[src/sv/v3a_sqrt.sv]
`timescale 1ns / 1ps

// Floor square root, one root bit per pipeline stage.
module v3a_sqrt #(
  parameter int unsigned RW = 34
) (
  input  logic            clk_i,
  input  logic [2*RW-1:0] val_i,
  output logic [RW-1:0]   root_o
);

  logic [RW+1:0]   rem_q  [RW-1];
  logic [2*RW-1:0] val_q  [RW-1];
  logic [RW-1:0]   root_q [RW];

  for (genvar k = 0; k < RW; k++) begin : g_stage
    logic [RW+1:0]   rem_in;
    logic [RW-1:0]   root_in;
    logic [2*RW-1:0] val_in;
    logic [RW+3:0]   cur;
    logic [RW+3:0]   trial;
    logic            take;

    if (k == 0) begin : g_first
      assign rem_in  = '0;
      assign root_in = '0;
      assign val_in  = val_i;
    end else begin : g_next
      assign rem_in  = rem_q[k-1];
      assign root_in = root_q[k-1];
      assign val_in  = val_q[k-1];
    end

    // Bring down the next bit pair and try the next root bit.
    assign cur   = {rem_in, val_in[2*RW-1 -: 2]};
    assign trial = (RW + 4)'({root_in, 2'b01});
    assign take  = cur >= trial;

    always_ff @(posedge clk_i) begin
      root_q[k] <= {root_in[RW-2:0], take};
    end

    if (k < RW - 1) begin : g_carry
      always_ff @(posedge clk_i) begin
        rem_q[k] <= take ? (RW + 2)'(cur - trial) : cur[RW+1:0];
        val_q[k] <= {val_in[2*RW-3:0], 2'b00};
      end
    end
  end

  assign root_o = root_q[RW-1];

endmodule

[config.mk]
export PLATFORM = sky130hd
export DESIGN_NAME = v3a_sqrt
export DESIGN_NICKNAME = d
export VERILOG_FILES = /design/src/sv/v3a_sqrt.sv
export SDC_FILE = /design/constraint.sdc
export NUM_CORES = 2
export LEC_CHECK = 0
export BUFFER_PORTS_ARGS = -buffer_cell sky130_fd_sc_hd__buf_4
export CELL_PAD_IN_SITES_DETAIL_PLACEMENT = 0
export CELL_PAD_IN_SITES_GLOBAL_PLACEMENT = 1
export CORE_ASPECT_RATIO = 1.25
export CORE_MARGIN = 4
export CORE_UTILIZATION = 29
export DETAILED_ROUTE_END_ITERATION = 7
export MAX_ROUTING_LAYER = met4
export PLACE_DENSITY = 0.61
export SLEW_MARGIN = 20
export SYNTH_ARGS = -nofsm -noshare
export SYNTH_HDL_FRONTEND = slang
export SYNTH_MEMORY_MAX_BITS = 65536
export SYNTH_SLANG_ARGS = --single-unit
[constraint.sdc]
create_clock -name clk_i -period 3.9 [get_ports clk_i]
set_input_delay 0.39 -clock clk_i [delete_from_list [all_inputs] [get_ports clk_i]]
set_output_delay 0.39 -clock clk_i [all_outputs]
set_load 0.02 [all_outputs]
Word-level counts from Yosys, hierarchy flattened

Memories as Yosys holds them, arrays and structs flattened.
Index checks and enable logic that the tools add are counted.
Widths: inputs -> output; s select.

Add/subtract/negate cells: 33
Order comparisons: 34
Mux-type cells: 33

Operators by type and width:

| kind                | number |
|---|---|
| $ge 38x36->1        | 33 |
| $mux 36             | 33 |
| $sub 36x36->36      | 32 |
| $sub 2x1->3 const B | 1 |
| $ge 2x1->1 const B  | 1 |

Register bits after elaboration: 0
Memory bits (writable): 4522
Word-level logic and storage cells: 103
Memories kept: 3

Memories:

| name   | words | width | rd ports | clocked after Yosys merged registers in | write ports | line | text |
|---|---|---|---|---|---|---|---|
| val_q  | 33    | 66    | 33       | 0                                       | 33          | 13   | `logic [2*RW-1:0] val_q [RW-1];` |
| rem_q  | 33    | 36    | 33       | 0                                       | 33          | 12   | `logic [RW+1:0] rem_q [RW-1];` |
| root_q | 34    | 34    | 34       | 0                                       | 34          | 14   | `logic [RW-1:0] root_q [RW];` |

Depth between registers and ports, before layout

An unclocked memory read counts as a cell.

Depth after elaboration: 3
Gate-level depth with buffers: 14
Mapped depth without buffers: 13

Worst setup path before layout

OpenSTA, ideal clock, no wires.

Kind: register to register
Start: mem rem_q[5][9] in the netlist's numbering
End: mem rem_q[6][29] in the netlist's numbering
Setup time: 127 ps
Data arrival time: 3246 ps
Path slack: 527 ps
Cell stages (with the launch flop): 13
Buffers on the path: 3
Period minus slack after synthesis: 3373 ps
Cell sequence: dfxtp_1 -> or4_1 -> or4b_1 -> or3_1 -> or2_2 -> buf_2 -> nor4_1 -> a211o_1 -> buf_4 -> or3_1 -> buf_2 -> nor3_1 -> xor2_1

RTL lines:

| what        | line |
|---|---|
| from (decl) | 12 |

==> results by group <==
STA
  • Setup Skew: 0.0620 ns
  • Post-route clock period utilization: 97.5%
  • Finish-stage setup viols: 0
  • F_max: 263 MHz
  • Slew headroom: 32.6%
  • Unrepaired setup endpoints after global routing: false
  • Worst-Margin Slew: 0.997 ns
  • Final Hold Vio Count: 0
  • Worst hold slack: 0.138 ns
  • Setup ws final: 0.0976 ns
  • Fin. max-slew vios: 0
  • Tmin final: 3.80 ns

Yosys
  • Post-Syn Instances: 10518
  • Top FF cell, synth: dfxtp_1
  • Area leader, netlist: dfxtp_1
  • Yosys Warn Count: 0
  • Post-synth ARST share: 0%
  • Syn_nets: 11219
  • Synth Cell Area: 106000 um2
  • Sequential area share after synthesis: 53.9%
  • Synth top area cells: dfxtp_1 (54%), ha_1 (7.5%), xnor2_1 (4.0%)
  • Syn avg cell area: 10.1 um2
  • Synth cell types: 89
  • Post-synthesis register bit count: 2852
  • EDFF count, synth: 0
  • Post-synth top area share: 53.9%

Worst setup path
  • CP Max Fanout: 21
  • Data required time at the worst endpoint: 4.58 ns
  • Delay-heaviest family, CP: compound AO/OA/AOI/OAI gates
  • Worst path arrival time: 4.49 ns
  • R2R Path End: rem_q[19][1]
  • CP cell instances: inv_1, ha_1, nor2b_1, o31a_1, o31ai_1, a211oi_1, a221o_1, a2111oi_2, buf_12, inv_1, a21oi_1
  • Crit path buffers/inverters: 3
  • Critical Path Start Type: flip-flop
  • Origin of the critical flop-to-flop path: root_q[18][0]
  • Worst r2r path cells: 11
  • Worst reg2reg setup slack: 0.1 ns
  • Endpoint type of the worst setup path: flip-flop
  • Worst stage delay on the critical path: 0.71 ns
  • Crit path top cell by count: inv_1
  • Crit Path Category: flip-flop to flip-flop
  • CP Launch Point: root_q[18][0]
  • Critical Path End: rem_q[19][1]
  • Slowest CP cell: a21oi_1
  • Worst path depth: 11

Power
  • VDD IR max: 0.420 mV
  • Pint: 0.0570 W
  • Clock power share: 37.5%
  • Cell Pwr Density: 639 nW/um2
  • Comb power frac: 15.1%
  • Pwr Total: 0.0794 W
  • Switching share of power: 28.2%
  • Sequential Power Share: 47.3%
  • Switching Power: 0.0224 W
  • Pleak: 56.8 nW

Die
  • DIE AREA: 375000 um2
  • Height of the chip: 683 um
  • # rows: 247
  • Core ar.: 363000 um2
  • Die W: 548 um
  • Initial cell density of the core: 29.2%
  • Num ports: 103

Route
  • Initial drt markers: 3363
  • Routed WL per cell: 16.4 um
  • Routed wl met2: 139000 um
  • Via count: 73111
  • Antenna viol nets, final: 0
  • Number of iterations in the first detailed-routing pass: 6
  • Via/cell ratio: 4.57
  • DR top layer: met4
  • Routed met1 length: 100000 um
  • DRC errors left: 0
  • WL met3: 9370 um
  • Total Wirelength: 262000 um

Global route
  • GRT Util Overall: 14.0%
  • First-pass GRT wire length: 411000 um
  • Initial antenna violation count: 8
  • Grt ovf: 0
  • Vias in the first global route: 75231
  • Pin count of the biggest net entering global routing: 54

Clocking
  • H-Tree Depth: 5
  • Clock buffer count from CTS: 302
  • Clock transition at the registers of the reported paths: 0.06 ns
  • CTS tree: done
  • Post-CTS Setup Inserts: 0
  • Clk sink count: 2852
  • Root buf cell: clkbuf_16
  • Clk_lat worst skew: 0.90 ns
  • Max clock buf depth: 4

Layout
  • NumNets Final: 11604
  • Share of cells above drive strength 1: 8.53%
  • Filler cells: 36804
  • Synth-to-layout area growth: 17.5%
  • Fin cells: 15994
  • FF+latch area: 57100 um2
  • Area taken by multi-input logic gates: 45000 um2

Placement
  • Inst Count DP: 15385
  • Pre-CTS setup slack: -0.0291 ns
  • Detailed placement HPWL: 205000 um
  • Port Buf Inserts: 102
  • RePlAce Congestion: 0.892

Min path
  • Worst hold path class: input pin to flip-flop

Status
  • Status: completed

Job
  • Max cap viols: 0
[cell usage after synthesis (200+ instances only)]
library cell	n
dfxtp_1	2852
inv_1	795
nand2_1	715
a21oi_1	687
nor2_1	655
ha_1	632
o21ai_0	527
xnor2_1	489
xor2_1	477
a21o_1	257
nor3_1	250
clkbuf_1	200
[repair_timing]
item                                   in CTS  in global routing
hold buffers                               69                  0
endpoints found under the hold margin      69                  0
resized for setup                           0                  1
setup endpoints to repair                   0                  2
[sequential cells by signal, indices dropped and copies added, names as in the netlist]
signal and flops:
rem_q 1135, root_q 595, val_q 1122
[routing by layer]
layer	up-vias	GRT usage, %
met5	-	-
met4	0	6.46
met3	594	1.97
met2	1319	26.3
met1	34320	14.2
li1	36878	-
[layout make-up]
type	instances	share of cell area, %
inverters	799	2.41
diodes	2	0.00403
well taps	4855	4.89
clock inverters	141	1.65
repair buffers	305	2.09
multi-input cells	6643	36.2
clock buffers	397	6.80
flip-flops and latches	2852	45.9
[cells by family (layout without fill, tap and decap cells)]
kind of cell	Yosys count	in the layout	share of synthesized area, %
DFF	2852	2852	53.9
and+or+nand+nor	2770	2770	13.0
AOI/OAI and AO/OA	2159	2159	12.7
buffers and inverters	1023	1642	3.64
xor gates and xnor gates	966	966	7.99
adders and majority gates	632	632	7.47
muxes	115	115	1.21
other	1	3	0.00354
[how the worst min path moves through the flow]
stage	start	end	slack, ns	cells past startpoint
3_5_place_dp	val_q[2][55]	val_q[3][57]	0.31	0
2_1_floorplan	val_q[9][18]	val_q[10][20]	0.31	0
6_report	val_i[32]	val_q[0][32]	0.14	2
3_3_place_gp	val_q[3][6]	val_q[4][8]	0.31	0
4_1_cts	val_i[32]	val_q[0][32]	0.03	2
5_1_grt	val_i[5]	val_q[0][5]	0.08	2
[per-stage QoR]
stage	cell area (um2)	setup TNS, ns	util [%]
after CTS	124000	0	34.3
after floorplan	106000	0	-
after detailed placement	113000	-0.0291	31.2
after global placement	113000	-0.0267	31.2
after global routing	124000	0	34.3
final	124000	0	34.3
[cells in the final DEF, fill, tap and decap left out, types with 28 or more instances in the layout]
cell,instances
or3_1,102
dlygate4sd3_1,69
a2111oi_0,28
mux2_2,107
o21ai_0,527
a31oi_1,66
nand2_1,715
o21a_1,128
bufinv_16,36
a21oi_1,686
or2_2,52
and2_1,39
nand2b_1,132
nor2b_1,102
nor2_1,654
nor3_1,250
a211oi_1,49
nand3_1,168
a21o_1,257
ha_1,632
inv_1,795
o211ai_1,52
and3_1,74
xor2_1,477
dfxtp_1,2852
clkinv_2,46
o21bai_1,70
clkbuf_8,48
nand3b_1,28
nand4_1,119
clkbuf_16,305
o31ai_1,59
or4_1,61
clkbuf_1,44
xnor2_1,489
buf_4,225
nor4_1,151
[power groups by stage]
stage                     clock network (W)  registers [W]  logic [W]
after floorplan                           0         0.0366    0.00919
final                                0.0298         0.0376     0.0120
after detailed placement                  0         0.0384     0.0120
after global placement                    0         0.0384     0.0120
after global routing                 0.0322         0.0382     0.0135
after CTS                            0.0310         0.0377     0.0121
(Power assumes the default switching activity.)
