==> src/sv/v3a_div.sv <==
`timescale 1ns / 1ps

// Restoring divider, one quotient bit per pipeline stage. The caller must
// guarantee that the quotient fits QW bits and the divisor is nonzero (unchecked).
module v3a_div #(
  parameter int unsigned NW = 32,
  parameter int unsigned DW = 34,
  parameter int unsigned QW = 17
) (
  input  logic          clk_i,
  input  logic [NW-1:0] num_i,
  input  logic [DW-1:0] den_i,
  output logic [QW-1:0] quo_o
);

  logic [DW-1:0] rem_q [QW-1];
  logic [DW-1:0] den_q [QW-1];
  logic [QW-1:0] q_q   [QW];

  for (genvar k = 0; k < QW; k++) begin : g_stage
    logic [DW-1:0] rem_in;
    logic [DW-1:0] den_in;
    logic [QW-1:0] q_in;
    logic          bit_in;
    logic [DW:0]   cur;
    logic          take;

    // The numerator is the magnitude shifted up, so only its lowest bit
    // is still to come when the first stage starts.
    if (k == 0) begin : g_first
      assign rem_in = DW'(num_i >> 1);
      assign den_in = den_i;
      assign q_in   = '0;
      assign bit_in = num_i[0];
    end else begin : g_next
      assign rem_in = rem_q[k-1];
      assign den_in = den_q[k-1];
      assign q_in   = q_q[k-1];
      assign bit_in = 1'b0;
    end

    assign cur  = {rem_in, bit_in};
    assign take = cur >= {1'b0, den_in};

    always_ff @(posedge clk_i) begin
      q_q[k] <= {q_in[QW-2:0], take};
    end

    if (k < QW - 1) begin : g_carry
      always_ff @(posedge clk_i) begin
        rem_q[k] <= take ? DW'(cur - {1'b0, den_in}) : cur[DW-1:0];
        den_q[k] <= den_in;
      end
    end
  end

  assign quo_o = q_q[QW-1];

endmodule
==> config.mk <==
export PLATFORM = sky130hd
export DESIGN_NAME = v3a_div
export DESIGN_NICKNAME = d
export VERILOG_FILES = /design/src/sv/v3a_div.sv
export SDC_FILE = /design/constraint.sdc
export NUM_CORES = 2
export LEC_CHECK = 0
export BUFFER_PORTS_ARGS = -buffer_cell sky130_fd_sc_hd__buf_2
export CAP_MARGIN = 20
export CORE_MARGIN = 2
export CORE_UTILIZATION = 40
export DETAILED_ROUTE_END_ITERATION = 10
export HOLD_SLACK_MARGIN = 0.15
export SLEW_MARGIN = 10
export SYNTH_ARGS = -nofsm -noshare
export SYNTH_HDL_FRONTEND = slang
export SYNTH_SLANG_ARGS = --single-unit
==> constraint.sdc <==
create_clock -name clk_i -period 4.95 [get_ports clk_i]
set_input_delay 0.99 -clock clk_i [delete_from_list [all_inputs] [get_ports clk_i]]
set_output_delay 0.99 -clock clk_i [all_outputs]
set_load 0.005 [all_outputs]
---- Yosys cells after proc, flatten, opt, wreduce, memory -nomap -nowiden ----
Memory sizes are Yosys's and may differ from the RTL's.
Index checks and enable logic that the tools add are counted.
operators by class
  $add $sub $neg .......................... 16
  $lt $le $gt $ge ......................... 17
  mux-type cells .......................... 16
operator list
  operator          count
  $ge A35 B34 Y1    16
  $mux W34          16
  $sub A34 B34 Y34  15
  $ge A32 B34 Y1    1
  $sub A32 B34 Y34  1
word-level totals
  register bits ........................... 0
  RAM bits ................................ 1377
  input bits .............................. 67
  word-level logic and storage cells ...... 52
  memories kept ........................... 3
memories
  memory  depth  bits a word  rd ports  clocked after Yosys merged registers in  write ports  RTL line  source
  den_q   16     34           16        0                                        16           17        logic [DW-1:0] den_q [QW-1];
  rem_q   16     34           16        0                                        16           16        logic [DW-1:0] rem_q [QW-1];
  q_q     17     17           17        0                                        17           18        logic [QW-1:0] q_q [QW];

---- Longest topological paths before layout ----
An unclocked memory read counts as a cell.
  depth in word-level cells ............... 3
  depth in mapped cells ................... 15
  depth with buffers taken out ............ 14

---- Least setup slack after synthesis ----
Ideal clock, no wire load.
  path type ............................... input to register
  start ................................... input num_i[0]
  end ..................................... memory rem_q[0][10]
  setup time .............................. 0.121 ns
  data arrival time ....................... 3.957 ns
  setup slack ............................. 0.872 ns
  stages on the path ...................... 15
  buffers on the path ..................... 1
  cell sequence ........................... inv_1 > ha_1 > inv_1 > fa_1 > a21o_1 > a311o_1 > nand3_1 > a2111oi_1 > o31ai_1 > o21ai_1 > and4_1 > o31ai_1 > a211oi_2 > buf_2 > mux2_2
RTL lines
  what         RTL line  source
  from (decl)  11        input logic [NW-1:0] num_i,
  to (decl)    16

==> run summary <==
The run finished with clean final reports. The cell chosen for the clock root is sky130_fd_sc_hd__clkbuf_16. The static leakage came out at 31.4 nW.

The clock transition time at the flip-flop clock pins of the worst setup and hold paths came out at roughly 0.06 ns. Setup repair after global routing left no endpoint under its margin. The share of total power in sequential cells is 29.8%. The class of the tightest hold or removal check is reg2reg.

The number of global-route vias before repair is ~46,000. The signal on the critical path passes through inv_1 > ha_1 > nand4_1 > or3_1 > o21ai_0 > nor3_1 > o31ai_1 > a221oi_1 > o21ai_0 > a31o_2 > buf_12 > mux2_2. The transition time at the pin with the least slew margin came out at roughly 1.1 ns. The most area-hungry cell type in the Yosys netlist is sky130_fd_sc_hd__dfxtp_1. In the post-synthesis netlist, the cell with the most instances is sky130_fd_sc_hd__dfxtp_1. The clock net in this run drives a total of around 1,200 sinks. The worst IR drop on VDD came out at between 0.3 and 0.4 mV. The maximum number of pins on one net before global-route repair is 65. The worst stage delay on the critical path is 0.60 ns.

The clock arrives with between 0.02 and 0.025 ns of skew. The final critical path time including I/O delays and setup is 4.17 ns. The number of gates given a new drive strength after cts came out at 0. The number of clock buffers inserted by TritonCTS is between 100 and 150. In this run the power spent charging and discharging nets is between 15 and 20 mW. After detailed routing, the average wire length per cell comes to 15.7 µm. The overall die area is about 0.15 mm². Counting flops with a built-in enable in the synthesized netlist gives 0. The global-route wire length before repair is roughly 230,000 µm. The post-route fraction of the period consumed by the critical path is approximately 84%. The post-synthesis instance area came out at approximately 0.060 mm².

The number of port buffers is between 80 and 90. The post-detailed-route count of antenna-violating nets came out at 0. For this run, the leading register cell type out of synthesis is sky130_fd_sc_hd__dfxtp_1. The placed cell count came out at around 8,600.

The critical path's most frequent cell is sky130_fd_sc_hd__o21ai_0. The count of placed standard cells in the final layout, fillers left out came out at ~8,800. The initial core utilization came out at between 40 and 50%. The width of the die is 393 µm. The number of fillers in the final layout came out at approximately 14,000.

The pre-CTS worst setup slack is approximately 0.24 ns. The internal portion of the total power is 30.5 mW. The synthesis warning total came out at 0. The data arrival at the endpoint of the critical path is 4.80 ns. The count of unique library cells instantiated by Yosys came out at 83. The maximum number of buffers from clock root to sink is 3. The final count of pins violating max slew came out at 0. The part of the Yosys area used for sequential elements is 41.1%. The number of hold violations in the final report is 0. The portion of total power attributed to the clock network is 20.9%.

Ranked by instance count, the synthesized netlist is headed by sky130_fd_sc_hd__dfxtp_1 (1,241), sky130_fd_sc_hd__inv_1 (711), sky130_fd_sc_hd__a21oi_1 (611). The post-synthesis to final-layout area growth is 12.5%. The setup violation total in the final timing report came out at 0.

The number of design-rule violations left by the first detailed-router iteration is ~1,700. The share of synthesized area in the top cell type comes to roughly two fifths. Synthesis produced a netlist whose cell count is 6,593. By area the synthesized netlist is led by sky130_fd_sc_hd__dfxtp_1 (41%), sky130_fd_sc_hd__ha_1 (12%), sky130_fd_sc_hd__a21oi_1 (5.1%), sky130_fd_sc_hd__mux2_2 (4.6%), sky130_fd_sc_hd__xnor2_1 (4.5%).

Setup slack on the critical path of the routed design comes to about 0.78 ns. The final sum of negative setup slack is 0 ns. The category of the worst setup path launch point is a register.

A synthesized cell averages between 9 and 10 µm². The global-route usage over all layers came out at 18.0%. In this run the worst path has a maximum fanout of 55. The core region area is between 0.1 and 0.15 mm².

The post-CTS repair timing setup buffer count came out at 0. The global route total overflow came out at 0. The proportion of layout cells with a drive suffix above 1 is a little under a tenth. The type of the setup path with the least slack is reg2reg. The detailed-route via count came out at between 40,000 and 50,000. TritonCTS built the clock tree. The final RePlAce weighted congestion is ~0.96. For the worst-skew pair, the clock arrives at the later sink with an insertion delay of between 0.7 and 0.8 ns. The standard cell with the maximum stage delay on the critical path is sky130_fd_sc_hd__o31ai_1.

The HPWL after detailed placement is 109,000 µm. The I/O pin count came out at 84. The number of nets in the final layout is about 7,400.

The number of violations of the max-capacitance limit is 0. The headroom to the max-slew limit is between 20 and 30%. The count of unresolved DRC violations after routing is 0. The count of standard-cell rows came out at approximately 140. The wire length reported by the detailed router is ~140,000 µm.

The worst endpoint required time is 5.58 ns. The synthesized design contains 1,241 register bits. The fraction of power spent switching nets is a little under two fifths. The number of antenna violations at the first check in global routing came out at 0. The H-tree depth is 4. The worst setup path is captured at a register. The hold-fix buffer count after cts came out at 0. The first-pass detailed-route iteration total came out at 6. Combinational logic burns 49.3% of the power.

Based on the critical path, the design can be clocked at up to ~0.24 GHz. Of all flip-flops after synthesis, the portion carrying an async set or reset was 0%. The via-per-instance ratio came out at slightly above 5.

The post-synth net total came out at between 7,000 and 8,000. The height of the die is between 300 and 400 µm. The power per unit of standard cell area came out at between 700 and 800 mW/mm².
## per-stage QoR
step | instance area [µm²] | total power, mW | utilization, % | hold WS [ns]
after floorplan | 60500 | 33.4 | - | 0.310
after global placement | 63400 | 38.8 | 42.3 | 0.310
after detailed placement | 63400 | 39.1 | 42.3 | 0.312
after CTS | 68100 | 49.8 | 45.4 | 0.279
after global routing | 68100 | 53.3 | 45.4 | 0.287
final | 68100 | 49.4 | 45.4 | 0.321
## routing by layer
metal,share of wire [%],GRT usage [%],up-vias
met1,38,17.3,20700
met5,0,0,-
met4,6.8,12.0,0
met3,3.1,2.64,441
met2,52,34.9,971
li1,-,-,23100
## layout by cell type (no fill, tap or decap), types with 249 or more instances in the layout
| cell type | n |
|---|---|
| sky130_fd_sc_hd__nor2_1 | 406 |
| sky130_fd_sc_hd__a21oi_1 | 608 |
| sky130_fd_sc_hd__inv_1 | 711 |
| sky130_fd_sc_hd__xnor2_1 | 310 |
| sky130_fd_sc_hd__dfxtp_1 | 1241 |
| sky130_fd_sc_hd__ha_1 | 575 |
| sky130_fd_sc_hd__o21ai_0 | 349 |
| sky130_fd_sc_hd__a21o_1 | 263 |
| sky130_fd_sc_hd__nand2_1 | 409 |
| sky130_fd_sc_hd__mux2_2 | 249 |
## power groups by stage
stage               Clock (mW)  Combinational [mW]  Sequential, mW
global placement             0                23.9            14.9
detailed placement           0                24.2            14.9
CTS                       10.7                24.4            14.7
finish                    10.3                24.4            14.7
global route              11.1                27.2            15.0
floorplan                    0                19.0            14.4
## cell type report
type	instances	area, µm²	share of cell area [%]
Clock buffer	210	4280	6.28
Sequential cell	1241	24800	36.5
Clock inverter	36	399	0.587
Timing Repair Buffer	130	868	1.28
Multi-Input combinational cell	4490	32500	47.7
Tap cell	2016	2520	3.71
Antenna cell	1	2.50	0.00368
Inverter	712	2670	3.93
## registers in the layout, summed over array words and instances, names as in the netlist
| name | cells |
|---|---|
| den_q | 544 |
| q_q | 153 |
| rem_q | 544 |
## final timing paths
check	startpoint	end	slack [ns]	cells past startpoint
setup / recovery	den_q[1][78]	rem_q[1][111]	0.78	12
hold / removal	q_q[2][2]	q_q[2][20]	0.32	0
setup reg to reg	den_q[1][78]	rem_q[1][111]	0.78	12
hold reg to reg	q_q[2][2]	q_q[2][20]	0.32	0
## worst max-delay path: cells and delay by family, from the launching register on
kind / cells / cell delay (ns)
buf+inv: 2 / 0.29
mux: 1 / 0.37
simple gates: 3 / 0.94
compound gates: 5 / 1.71
fa+ha+maj: 1 / 0.39
flops: 1 / 0.32
## logic make-up (layout without fill, tap and decap cells)
group	Yosys count	in the layout	synth area share (%)
buf+inv	862	1088	5.44
mux	288	288	5.33
other cells	0	1	0
simple gates	1388	1388	10.8
xor+xnor	468	468	6.78
flops	1241	1241	41.1
fa+ha+maj	591	591	12.4
compound gates	1755	1755	18.2
Power figures use the tool's default switching activity.
